## config.mk

```make
export PLATFORM = sky130hd
export DESIGN_NAME = complex_fir_64_tap_core
export DESIGN_NICKNAME = d
export VERILOG_FILES = /design/src/rtl/core/cfir_pkg.sv /design/src/rtl/core/cfir_ram.sv /design/src/rtl/core/cfir_mac_lane.sv /design/src/rtl/core/cfir_seq.sv /design/src/rtl/core/complex_fir_64_tap_core.sv
export VERILOG_INCLUDE_DIRS = /design/src /design/src/rtl/core
export SDC_FILE = /design/constraint.sdc
export NUM_CORES = 2
export LEC_CHECK = 0
export BUFFER_PORTS_ARGS = -buffer_cell sky130_fd_sc_hd__buf_2
export CORE_MARGIN = 10
export CORE_UTILIZATION = 55
export DETAILED_ROUTE_END_ITERATION = 8
export GPL_TIMING_DRIVEN = 0
export PLACE_DENSITY = 0.71
export SLEW_MARGIN = 20
export SYNTH_ARGS = -nofsm -noshare
export SYNTH_HDL_FRONTEND = slang
export SYNTH_SLANG_ARGS = --single-unit
```

## constraint.sdc

```tcl
create_clock -name clk -period 14.8 [get_ports clk]
set_clock_uncertainty 0.2 [all_clocks]
set_input_delay 0.74 -clock clk [delete_from_list [all_inputs] [get_ports clk]]
set_output_delay 0.74 -clock clk [all_outputs]
set_load 0.01 [all_outputs]
```

## src/rtl/core/complex_fir_64_tap_core_assert.svh

```systemverilog
// assertion macros for the complex fir core
`ifndef COMPLEX_FIR_64_TAP_CORE_ASSERT_SVH
`define COMPLEX_FIR_64_TAP_CORE_ASSERT_SVH
`ifndef SYNTH
// same-cycle implication
`define CFIR_ASSERT_NOW(lbl, clk, rst_n, ante, cons) \
  lbl: assert property (@(posedge clk) disable iff (!rst_n) (ante) |-> (cons)) \
    else $error("cfir assertion failed");
// next-cycle implication
`define CFIR_ASSERT_NXT(lbl, clk, rst_n, ante, cons) \
  lbl: assert property (@(posedge clk) disable iff (!rst_n) (ante) |=> (cons)) \
    else $error("cfir assertion failed");
`else
`define CFIR_ASSERT_NOW(lbl, clk, rst_n, ante, cons)
`define CFIR_ASSERT_NXT(lbl, clk, rst_n, ante, cons)
`endif
`endif

```

## src/rtl/core/cfir_pkg.sv

```systemverilog
`timescale 1ns / 1ps
package cfir_pkg;

  localparam int TAP_COUNT_DEF = 64;
  localparam int SMP_W         = 16;
  localparam int COEF_W        = 16;
  localparam int ACC_W         = 32;
  localparam int IDX_W         = 6;

  localparam logic KIND_SAMPLE = 1'b0;
  localparam logic KIND_COEF   = 1'b1;

  typedef enum logic [1:0] {
    S_IDLE,
    S_RUN,
    S_DRAIN
  } seq_state_t;

  typedef struct packed {
    logic rd_en;
    logic clr;
    logic mul_en;
    logic acc_en;
    logic load;
  } seq_ctrl_t;

endpackage

```

## src/rtl/core/cfir_ram.sv

```systemverilog
`timescale 1ns / 1ps
module cfir_ram #(
  parameter int WIDTH = 16,
  parameter int DEPTH = 64,
  localparam int AW = (DEPTH > 1) ? $clog2(DEPTH) : 1
) (
  input  logic             clk,
  input  logic             wr_en,
  input  logic [AW-1:0]    wr_addr,
  input  logic [WIDTH-1:0] wr_data,
  input  logic             rd_en,
  input  logic [AW-1:0]    rd_addr,
  output logic [WIDTH-1:0] rd_data
);

  logic [WIDTH-1:0] mem_r [DEPTH];
  logic [WIDTH-1:0] rd_data_r;

  always_ff @(posedge clk) begin
    if (wr_en) begin
      mem_r[wr_addr] <= wr_data;
    end
    if (rd_en) begin
      rd_data_r <= mem_r[rd_addr];
    end
  end

  assign rd_data = rd_data_r;

endmodule

```

## src/rtl/core/cfir_mac_lane.sv

```systemverilog
`timescale 1ns / 1ps
module cfir_mac_lane (
  input  logic                                clk,
  input  cfir_pkg::seq_ctrl_t                 ctrl,
  input  logic signed [cfir_pkg::COEF_W-1:0]  coef,
  input  logic signed [cfir_pkg::SMP_W-1:0]   smp,
  output logic        [cfir_pkg::ACC_W-1:0]   acc
);
  import cfir_pkg::*;

  logic signed [ACC_W-1:0] prod_r;
  logic        [ACC_W-1:0] acc_r;

  // product register, then a wrapping accumulate
  always_ff @(posedge clk) begin
    if (ctrl.mul_en) begin
      prod_r <= ACC_W'(coef * smp);
    end
    if (ctrl.clr) begin
      acc_r <= '0;
    end else if (ctrl.acc_en) begin
      acc_r <= acc_r + ACC_W'(prod_r);
    end
  end

  assign acc = acc_r;

endmodule

```

## src/rtl/core/cfir_seq.sv

```systemverilog
`timescale 1ns / 1ps
`include "complex_fir_64_tap_core_assert.svh"
module cfir_seq #(
  parameter int TAP_COUNT = cfir_pkg::TAP_COUNT_DEF,
  localparam int TAP_W = (TAP_COUNT > 1) ? $clog2(TAP_COUNT) : 1
) (
  input  logic                clk,
  input  logic                rst_n,
  input  logic                smp_acc,
  input  logic                out_free,
  output logic                in_stall,
  output logic [TAP_W-1:0]    wpos,
  output logic [TAP_W-1:0]    rd_addr,
  output logic [TAP_W-1:0]    coef_addr,
  output cfir_pkg::seq_ctrl_t ctrl
);
  import cfir_pkg::*;

  localparam logic [TAP_W-1:0] LAST_IDX = TAP_W'(TAP_COUNT - 1);

  seq_state_t       state_r, state_nxt;
  logic [TAP_W-1:0] cnt_r, cnt_nxt;
  logic [TAP_W-1:0] rd_addr_r, rd_addr_nxt;
  logic [TAP_W-1:0] wpos_r, wpos_nxt;
  logic             p1_r, p2_r;
  logic             issue;
  logic             drained;

  assign issue   = (state_r == S_RUN);
  assign drained = !p1_r && !p2_r;

  always_comb begin
    state_nxt = state_r;
    unique case (state_r)
      S_IDLE:  if (smp_acc) state_nxt = S_RUN;
      S_RUN:   if (cnt_r == LAST_IDX) state_nxt = S_DRAIN;
      S_DRAIN: if (drained && out_free) state_nxt = S_IDLE;
      default: state_nxt = S_IDLE;
    endcase
  end

  // tap counter walks coefficients upward, read address walks samples back in time
  always_comb begin
    cnt_nxt     = cnt_r;
    rd_addr_nxt = rd_addr_r;
    wpos_nxt    = wpos_r;
    if (smp_acc) begin
      cnt_nxt     = '0;
      rd_addr_nxt = wpos_r;
      wpos_nxt    = (wpos_r == LAST_IDX) ? '0 : wpos_r + TAP_W'(1);
    end else if (issue) begin
      cnt_nxt     = cnt_r + TAP_W'(1);
      rd_addr_nxt = (rd_addr_r == '0) ? LAST_IDX : rd_addr_r - TAP_W'(1);
    end
  end

  always_comb begin
    in_stall    = (state_r != S_IDLE);
    ctrl.rd_en  = issue;
    ctrl.clr    = smp_acc;
    ctrl.mul_en = p1_r;
    ctrl.acc_en = p2_r;
    ctrl.load   = (state_r == S_DRAIN) && drained && out_free;
  end

  always_ff @(posedge clk) begin
    if (!rst_n) begin
      state_r   <= S_IDLE;
      cnt_r     <= '0;
      rd_addr_r <= '0;
      wpos_r    <= '0;
      p1_r      <= 1'b0;
      p2_r      <= 1'b0;
    end else begin
      state_r   <= state_nxt;
      cnt_r     <= cnt_nxt;
      rd_addr_r <= rd_addr_nxt;
      wpos_r    <= wpos_nxt;
      p1_r      <= issue;
      p2_r      <= p1_r;
    end
  end

  assign wpos      = wpos_r;
  assign rd_addr   = rd_addr_r;
  assign coef_addr = cnt_r;

  `CFIR_ASSERT_NXT(a_start_run, clk, rst_n, smp_acc, (state_r == S_RUN) && (cnt_r == '0))
  `CFIR_ASSERT_NXT(a_run_ends, clk, rst_n, (state_r == S_RUN) && (cnt_r == LAST_IDX), state_r == S_DRAIN)
  `CFIR_ASSERT_NOW(a_load_drained, clk, rst_n, ctrl.load, !p1_r && !p2_r && out_free)
  `CFIR_ASSERT_NOW(a_idle_empty, clk, rst_n, state_r == S_IDLE, !p1_r && !p2_r)

endmodule

```

## src/rtl/core/complex_fir_64_tap_core.sv

```systemverilog
`timescale 1ns / 1ps
// a sample word holds the input stalled until its result is loaded into the output
// register; the run is set by one multiply-accumulate
// per rail per tap through the single read port of each tap memory
// a coefficient write word gives no result
// reset (synchronous, active low) zeroes the delay line and coefficients via valid bits
module complex_fir_64_tap_core #(
  parameter int TAP_COUNT = cfir_pkg::TAP_COUNT_DEF
) (
  input  logic                               clk,
  input  logic                               rst_n,
  input  logic                               in_valid,
  output logic                               in_stall,
  input  logic                               in_kind,
  input  logic        [cfir_pkg::IDX_W-1:0]  in_tap_index,
  input  logic signed [cfir_pkg::COEF_W-1:0] in_coef_value,
  input  logic signed [cfir_pkg::SMP_W-1:0]  in_sample_i,
  input  logic signed [cfir_pkg::SMP_W-1:0]  in_sample_q,
  input  logic                               in_last_in_block,
  output logic                               out_valid,
  input  logic                               out_stall,
  output logic signed [cfir_pkg::SMP_W-1:0]  out_i,
  output logic signed [cfir_pkg::SMP_W-1:0]  out_q,
  output logic                               out_last_of_block
);
  import cfir_pkg::*;

  localparam int TAP_W = (TAP_COUNT > 1) ? $clog2(TAP_COUNT) : 1;

  logic                  in_acc, smp_acc, coef_wr, out_free;
  logic [TAP_W-1:0]      wpos, rd_addr, coef_addr, coef_waddr;
  seq_ctrl_t             ctrl;
  logic [2*SMP_W-1:0]    dl_rdata;
  logic [COEF_W-1:0]     coef_rdata;
  logic [TAP_COUNT-1:0]  dl_vld_r, coef_vld_r;
  logic                  dv_r, cv_r;
  logic signed [COEF_W-1:0] coef_g;
  logic signed [SMP_W-1:0]  x_i, x_q;
  logic [ACC_W-1:0]      acc_i, acc_q;
  logic                  last_r;
  logic                  out_valid_r;
  logic [SMP_W-1:0]      out_i_r, out_q_r;
  logic                  out_last_r;

  assign in_acc     = in_valid && !in_stall;
  assign smp_acc    = in_acc && (in_kind == KIND_SAMPLE);
  assign coef_wr    = in_acc && (in_kind == KIND_COEF) && (int'(in_tap_index) < TAP_COUNT);
  assign coef_waddr = TAP_W'(in_tap_index);
  assign out_free   = !out_valid_r || !out_stall;

  cfir_seq #(.TAP_COUNT(TAP_COUNT)) u_seq (
    .clk       (clk),
    .rst_n     (rst_n),
    .smp_acc   (smp_acc),
    .out_free  (out_free),
    .in_stall  (in_stall),
    .wpos      (wpos),
    .rd_addr   (rd_addr),
    .coef_addr (coef_addr),
    .ctrl      (ctrl)
  );

  // q in the upper half, i in the lower half
  cfir_ram #(.WIDTH(2*SMP_W), .DEPTH(TAP_COUNT)) u_dl_ram (
    .clk     (clk),
    .wr_en   (smp_acc),
    .wr_addr (wpos),
    .wr_data ({in_sample_q, in_sample_i}),
    .rd_en   (ctrl.rd_en),
    .rd_addr (rd_addr),
    .rd_data (dl_rdata)
  );

  cfir_ram #(.WIDTH(COEF_W), .DEPTH(TAP_COUNT)) u_coef_ram (
    .clk     (clk),
    .wr_en   (coef_wr),
    .wr_addr (coef_waddr),
    .wr_data (in_coef_value),
    .rd_en   (ctrl.rd_en),
    .rd_addr (coef_addr),
    .rd_data (coef_rdata)
  );

  // entries never written since reset read as zero
  always_ff @(posedge clk) begin
    if (!rst_n) begin
      dl_vld_r   <= '0;
      coef_vld_r <= '0;
    end else begin
      if (smp_acc) dl_vld_r[wpos] <= 1'b1;
      if (coef_wr) coef_vld_r[coef_waddr] <= 1'b1;
    end
  end

  always_ff @(posedge clk) begin
    if (ctrl.rd_en) begin
      dv_r <= dl_vld_r[rd_addr];
      cv_r <= coef_vld_r[coef_addr];
    end
    if (smp_acc) begin
      last_r <= in_last_in_block;
    end
  end

  assign coef_g = cv_r ? coef_rdata : '0;
  assign x_i    = dv_r ? dl_rdata[SMP_W-1:0] : '0;
  assign x_q    = dv_r ? dl_rdata[2*SMP_W-1:SMP_W] : '0;

  cfir_mac_lane u_lane_i (
    .clk  (clk),
    .ctrl (ctrl),
    .coef (coef_g),
    .smp  (x_i),
    .acc  (acc_i)
  );

  cfir_mac_lane u_lane_q (
    .clk  (clk),
    .ctrl (ctrl),
    .coef (coef_g),
    .smp  (x_q),
    .acc  (acc_q)
  );

  // merge: top halves of both rails into the output word
  always_ff @(posedge clk) begin
    if (!rst_n) begin
      out_valid_r <= 1'b0;
    end else if (ctrl.load) begin
      out_valid_r <= 1'b1;
    end else if (!out_stall) begin
      out_valid_r <= 1'b0;
    end
  end

  always_ff @(posedge clk) begin
    if (ctrl.load) begin
      out_i_r    <= acc_i[ACC_W-1:ACC_W-SMP_W];
      out_q_r    <= acc_q[ACC_W-1:ACC_W-SMP_W];
      out_last_r <= last_r;
    end
  end

  assign out_valid         = out_valid_r;
  assign out_i             = out_i_r;
  assign out_q             = out_q_r;
  assign out_last_of_block = out_last_r;

endmodule
```

# Yosys cells after proc, flatten, opt, wreduce, memory -nomap -nowiden
# Memory sizes are Yosys's and may differ from the RTL's. A register that Yosys moved wholly into a read port is not among the register bits.
# Cells that the tools add are included.
# Widths: inputs -> output; s select.
word_totals:
  regBits: 315
  ram_bits: 3072
  input_bits: 60
  word_cells: 92
  n_memories: 2
classes:
  addsub: 5
  n_mul: 2
  n_lt_le_gt_ge: 6
  n_eq_ne: 8
  muxes: 25
  bitwise_logic: 4
  reduce_logical: 21
mem_list:
  columns: ["memory", "words", "width", "read_ports", "rd_ports_with_merged_regs", "write_ports", "line", "rtl"]
  rows:
  - ["u_dl_ram.mem_r", 64, 32, 1, 1, 1, "cfir_ram.sv:16", "logic [WIDTH-1:0] mem_r [DEPTH];"]
  - ["u_coef_ram.mem_r", 64, 16, 1, 1, 1, "cfir_ram.sv:16", null]
op_table:
  columns: ["operator", "count"]
  rows:
  - ["$or 64x64->64", 2]
  - ["$add 32x32->32", 2]
  - ["$mul 16x16->32", 2]
  - ["$mux 16", 3]
  - ["$lt 6x7->1 const B", 4]
  - ["$mux 6", 4]
  - ["$add 6x1->6 const B", 2]
  - ["$bmux 1 s6", 2]
  - ["$demux 1 s6", 2]
  - ["$eq 6x6->1 const B", 2]
  - ["$ge 6x1->1 const B", 2]
  - ["$mux 1", 10]
  - ["$logic_and 1x1->1", 9]
  - ["$logic_not 6->1", 1]
  - ["$mux 2", 3]
  - ["$pmux 2 s3", 1]
  - ["$sub 6x1->6 const B", 1]
  - ["$logic_not 1->1", 5]
  - ["$ne 2x1->1 const B", 2]
  - ["$ne 2x2->1 const B", 2]
  - ["$reduce_bool 2->1", 2]
  - ["$reduce_and 3->1", 1]
  - ["$eq 2x1->1 const B", 1]
  - ["$eq 2x2->1 const B", 1]
  - ["4 further kinds", 5]

# Logic depth before layout (Yosys ltp)
logic_depth:
  depth_word: 6
  ltp_mapped: 27
  depth_no_buf: 25

# By module
# Synthesis repeated with hierarchy kept, for this count alone.
hier_totals:
  hier_cells: 8855
  hier_area_um2: 154465.6
by_module_without_submodules:
  columns: ["mod", "n_inst", "cells_per_inst", "area_each_um2", "seq_area_each_um2"]
  rows:
  - ["cfir_ram (u_dl_ram)", 1, 3324, 78835.6, 62459.9]
  - ["cfir_ram (u_coef_ram)", 1, 1829, 40202.3, 31230.0]
  - ["cfir_mac_lane (u_lane_q)", 1, 1473, 13644.3, 1601.5]
  - ["cfir_mac_lane (u_lane_i)", 1, 1456, 13486.7, 1601.5]
  - ["complex_fir_64_tap_core", 1, 650, 7145.6, 3663.5]
  - ["cfir_seq", 1, 123, 1151.1, 440.4]

# Worst setup path before layout
# OpenSTA, ideal clock, no wires.
synth_timing:
  kind: "flip-flop to flip-flop"
  startpoint: "reg cv_r"
  endpoint: "reg u_lane_q.prod_r[31] (data pin)"
  t_arrival_ns: 6.286
  slack_ns: 8.054
  path_stages_with_launch: 26
  synth_period_minus_slack_ns: 6.746
  cell_sequence: "edfxtp_1 clkbuf_1 clkbuf_1 nand2_1 clkbuf_1 nor2_1 fa_1 inv_1 fa_1 inv_1 fa_1 fa_1 fa_1 inv_1 fa_1 inv_1 ha_1 a211oi_1 o21ai_0 a311oi_1 nor2_1 a311oi_2 o311ai_1 a21o_1 a21oi_1 xnor2_1"
synth_via:
  elab_chain_cells: 2
synth_rtl:
  columns: ["item", "line", "rtl"]
  rows:
  - ["start, declared", "complex_fir_64_tap_core.sv:36", "logic dv_r, cv_r;"]
  - ["start signal, assigned", "complex_fir_64_tap_core.sv:98", "cv_r <= coef_vld_r[coef_addr];"]
  - ["$mux 16", "complex_fir_64_tap_core.sv:105", "assign coef_g = cv_r ? coef_rdata : '0;"]
  - ["$mul 16x16->32", "cfir_mac_lane.sv:17", "prod_r <= ACC_W'(coef * smp);"]
  - ["end signal, assigned", "cfir_mac_lane.sv:17", null]
  - ["end, declared", "cfir_mac_lane.sv:11", "logic signed [ACC_W-1:0] prod_r;"]
# Every way passes these cells.
# A chain may end at the register's enable or synchronous reset.

# Worst setup path in the final report
# Same ends and word-level chain as after synthesis.

==> flow_summary.toml <==
[floorplan]
row_count = 192
start_util_pct = 55.33
io_pins = 95
die_x_microns = 545.1
die_h_microns = 545.1
core_area_sq_um = 274100
fp.dieArea_sq_um = 297200

[worst_setup_path]
arrival_ns = 9.62
cp_top_family = "adder cells"
crit_fanout = 10
rr_startpoint = "cv_r"
start_kind = "flop"
crit_type = "reg -> reg"
crit_top_cell = "fa_1"
worst_r2r_endpoint = "u_lane_q.prod_r[31]"
end_kind = "flop"
cp_slowest_cell = "clkbuf_1"
rr_worst_depth = 25
timing.critical_path.buf_inv = 7
ff2ff_setup_slack_ns = 5.52
cpPeakStageDelay_ns = 0.78
crit_required_ns = 15.14

[routing]
drtIter0Drc = 11810
ant_nets = 0
route.vias.total = 81480
drcViolationCount = 0
dr.pass1.iters = 8
drt-vias-per-instance = 6.407
wl_per_cell_microns = 31.91
finalWirelength_mm = 405.8

[synthesis]
synth.area.top_cells = "edfxtp_1, mux4_2, fa_1"
synthFlopType = "edfxtp_1"
synthCells = 8117
synth_most_common_cell = "edfxtp_1"
avgSynthCellArea_sq_um = 18.68
synth.top_cell.area_share_pct = 63.76
synth_cell_type_count = 79
synth_edf_count = 3220
syn-cell-area_sq_um = 151700
yosysSeqAreaShare_pct = 66.59
yosys-top-cells-count = "edfxtp_1, mux4_2, inv_1, nor2_1, fa_1"
yosysWarnings = 0
synth_fp_nets = 8933
ys_seq_elements = 3435
synth_area_leader_cell = "edfxtp_1"
async_flop_share_pct = 0

[grt]
grt_pass1_wl_mm = 589.4
grt-ovfl-total = 0
grt_pass1_vias = 82780
gr-usage-all-layers_pct = 27.08
antenna_found_initial = 50
grt_max_degree = 65

[clocking]
postCtsSetupBuffers = 0
clock_sinks = 3435
clk_root_buffer_cell = "clkbuf_16"
cts_resized = 0
cts_tree = "done"
max-clock-path-buffers = 4
h-tree-depth = 5
clkTransAtPathRegs_ns = 0.06
clock_latency_ns = 0.96
numCtsBuffers = 344
hold_buffers = 1

[final_layout]
fin_cells = 12720
fillers = 18740
multiInputGateArea_sq_um = 47370
layout-drive-gt1-share_pct = 22.40
seq_area_sq_um = 101000
nets = 9541
area_delta_synth_final_pct = 13.43

[sta]
period_share_pct = 62.68
max-slew-margin-rel_pct = 10.56
drv_slew = 0
period_minus_slack_ns = 9.277
setup_viol = 0
hold_viol = 0
rsz0062_at_grt = "no"
fmax_ghz = 0.1078
setup_tns_ns = 0
worst_pin_slew_ns = 1.328

[pwr]
p_seq_share_pct = 48.8
sw_frac_of_total_pct = 25.00
clock_power_share_pct = 38.7
irDropWorstVdd_v = 0.0001215
power_leakage_nw = 57.23
p_per_area_nw_per_um2 = 128.7
switchingPower_mw = 5.535
p_int_mw = 16.60
power.share.combinational_pct = 12.5

[placement]
gp_congestion = 0.9116
portBuffers = 90
dp_hpwl_mm = 279.1
dp.cells = 12060

[min_path]
min_to = "out_valid"
holdPathStages = 3
hp-class = "in -> reg"
min_from = "out_stall"

[flow_run]
drv_cap = 0

[status]
status = "finished, final reports clean"
-- cells by family (layout without fill, tap and decap cells) --
logic type / count (synthesis) / count (layout) / synth area share [%]
AND/OR/NAND/NOR: 1141 / 1141 / 3.208
AO/OA/AOI/OAI: 555 / 555 / 2.411
other: 0 / 25 / 0
multiplexers: 1101 / 1101 / 15.61
XOR/XNOR: 128 / 128 / 0.7392
flip-flops: 3435 / 3435 / 66.59
buffers and inverters: 1001 / 1890 / 2.597
adder cells (fa/ha/maj): 756 / 756 / 8.841
-- metrics by stage --
step	setup WS (ns)	hold WS [ns]	util, %	power, mW	instance area (sq um)
floorplan	8.054	0.2003	-	12.68	151700
CTS	5.707	0.01072	62.70	22.19	171900
global placement	5.840	0.2202	57.18	13.68	156700
detailed placement	5.815	0.2130	58.69	13.75	160900
global route	5.372	0.09222	62.75	22.82	172000
finish	5.523	0.06887	62.76	22.14	172000
-- cell usage in the layout (no fill, tap or decap), types with 65 or more instances in the layout --
cell type | netlist | layout
clkinv_1 | 0 | 65
dfxtp_1 | 215 | 214
edfxtp_1 | 3220 | 3220
clkbuf_1 | 234 | 315
clkbuf_16 | 0 | 346
mux2i_1 | 78 | 78
mux4_2 | 1010 | 1010
o21a_1 | 141 | 141
inv_1 | 607 | 607
nor2_1 | 539 | 411
nand2_1 | 355 | 355
buf_2 | 76 | 125
a21oi_1 | 144 | 144
fa_1 | 526 | 526
o21ai_0 | 82 | 81
xnor2_1 | 98 | 98
ha_1 | 230 | 230
-- how the worst max path moves through the flow --
stage                               end  from  slack, ns  cells after the start
global route        u_lane_q.prod_r[31]  cv_r       5.37                     25
global placement    u_lane_q.prod_r[24]  cv_r       5.84                     24
CTS                 u_lane_q.prod_r[31]  cv_r       5.71                     25
finish              u_lane_q.prod_r[31]  cv_r       5.52                     25
floorplan           u_lane_q.prod_r[31]  cv_r       8.05                     25
detailed placement  u_lane_q.prod_r[31]  cv_r       5.81                     25
-- per-layer routing --
layer | wire, microns | part of all wire [%] | global-route usage, %
met1 | 154800 | 38 | 38.82
met2 | 188400 | 46 | 41.44
met3 | 46530 | 11 | 6.313
met5 | 212 | 0.052 | 0
met4 | 15870 | 3.9 | 9.234
-- cell type report --
cell class / count / share of cell area, %
plain buffers: 393 / 0.9776
multi-input cells: 3681 / 27.54
flip-flops and latches: 3435 / 58.71
clock buffers: 454 / 5.362
clock inverters: 173 / 1.027
repair buffers: 262 / 2.336
well taps: 3686 / 2.681
inverters: 608 / 1.327
diodes: 25 / 0.03637
-- power by group through the flow --
stage	clock network, mW	logic, mW	registers (mW)
CTS	8.63	2.75	10.8
finish	8.56	2.78	10.8
detailed placement	0	2.73	11.0
global placement	0	2.67	11.0
floorplan	0	1.71	11.0
global route	9.00	3.01	10.8
-- state kept, by name, summed over array words and instances, names as in the netlist, 2 cells and up --
| name | flops |
|---|---|
| u_dl_ram.mem_r | 2048 |
| u_coef_ram.mem_r | 1024 |
| coef_vld_r | 64 |
| dl_vld_r | 64 |
| u_dl_ram.rd_data | 32 |
| u_lane_i.acc | 32 |
| u_lane_i.prod_r | 32 |
| u_lane_q.acc | 32 |
| u_lane_q.prod_r | 32 |
| out_i | 16 |
| out_q | 16 |
| u_coef_ram.rd_data | 16 |
| u_seq.coef_addr | 6 |
| u_seq.rd_addr | 6 |
| u_seq.wpos | 6 |
| u_seq.state_r | 2 |
-- worst register-to-register path: stages (launching register included) --
cell and delay (ns):
edfxtp_1 0.47, clkbuf_1 0.25, clkbuf_1 0.32, nand2_1 0.52
clkbuf_1 0.79, nor2_1 0.17, fa_1 0.55, inv_1 0.06
fa_1 0.59, inv_1 0.07, fa_1 0.46, fa_1 0.40
fa_1 0.51, inv_1 0.05, fa_1 0.48, inv_1 0.04
ha_1 0.36, a211oi_1 0.33, o21ai_0 0.15, a311oi_1 0.28
nor2_1 0.10, a311oi_2 0.67, o311ai_1 0.23, a21o_1 0.20
a21oi_1 0.24, xnor2_1 0.44
No activity file was read; power rests on OpenSTA's default activity.
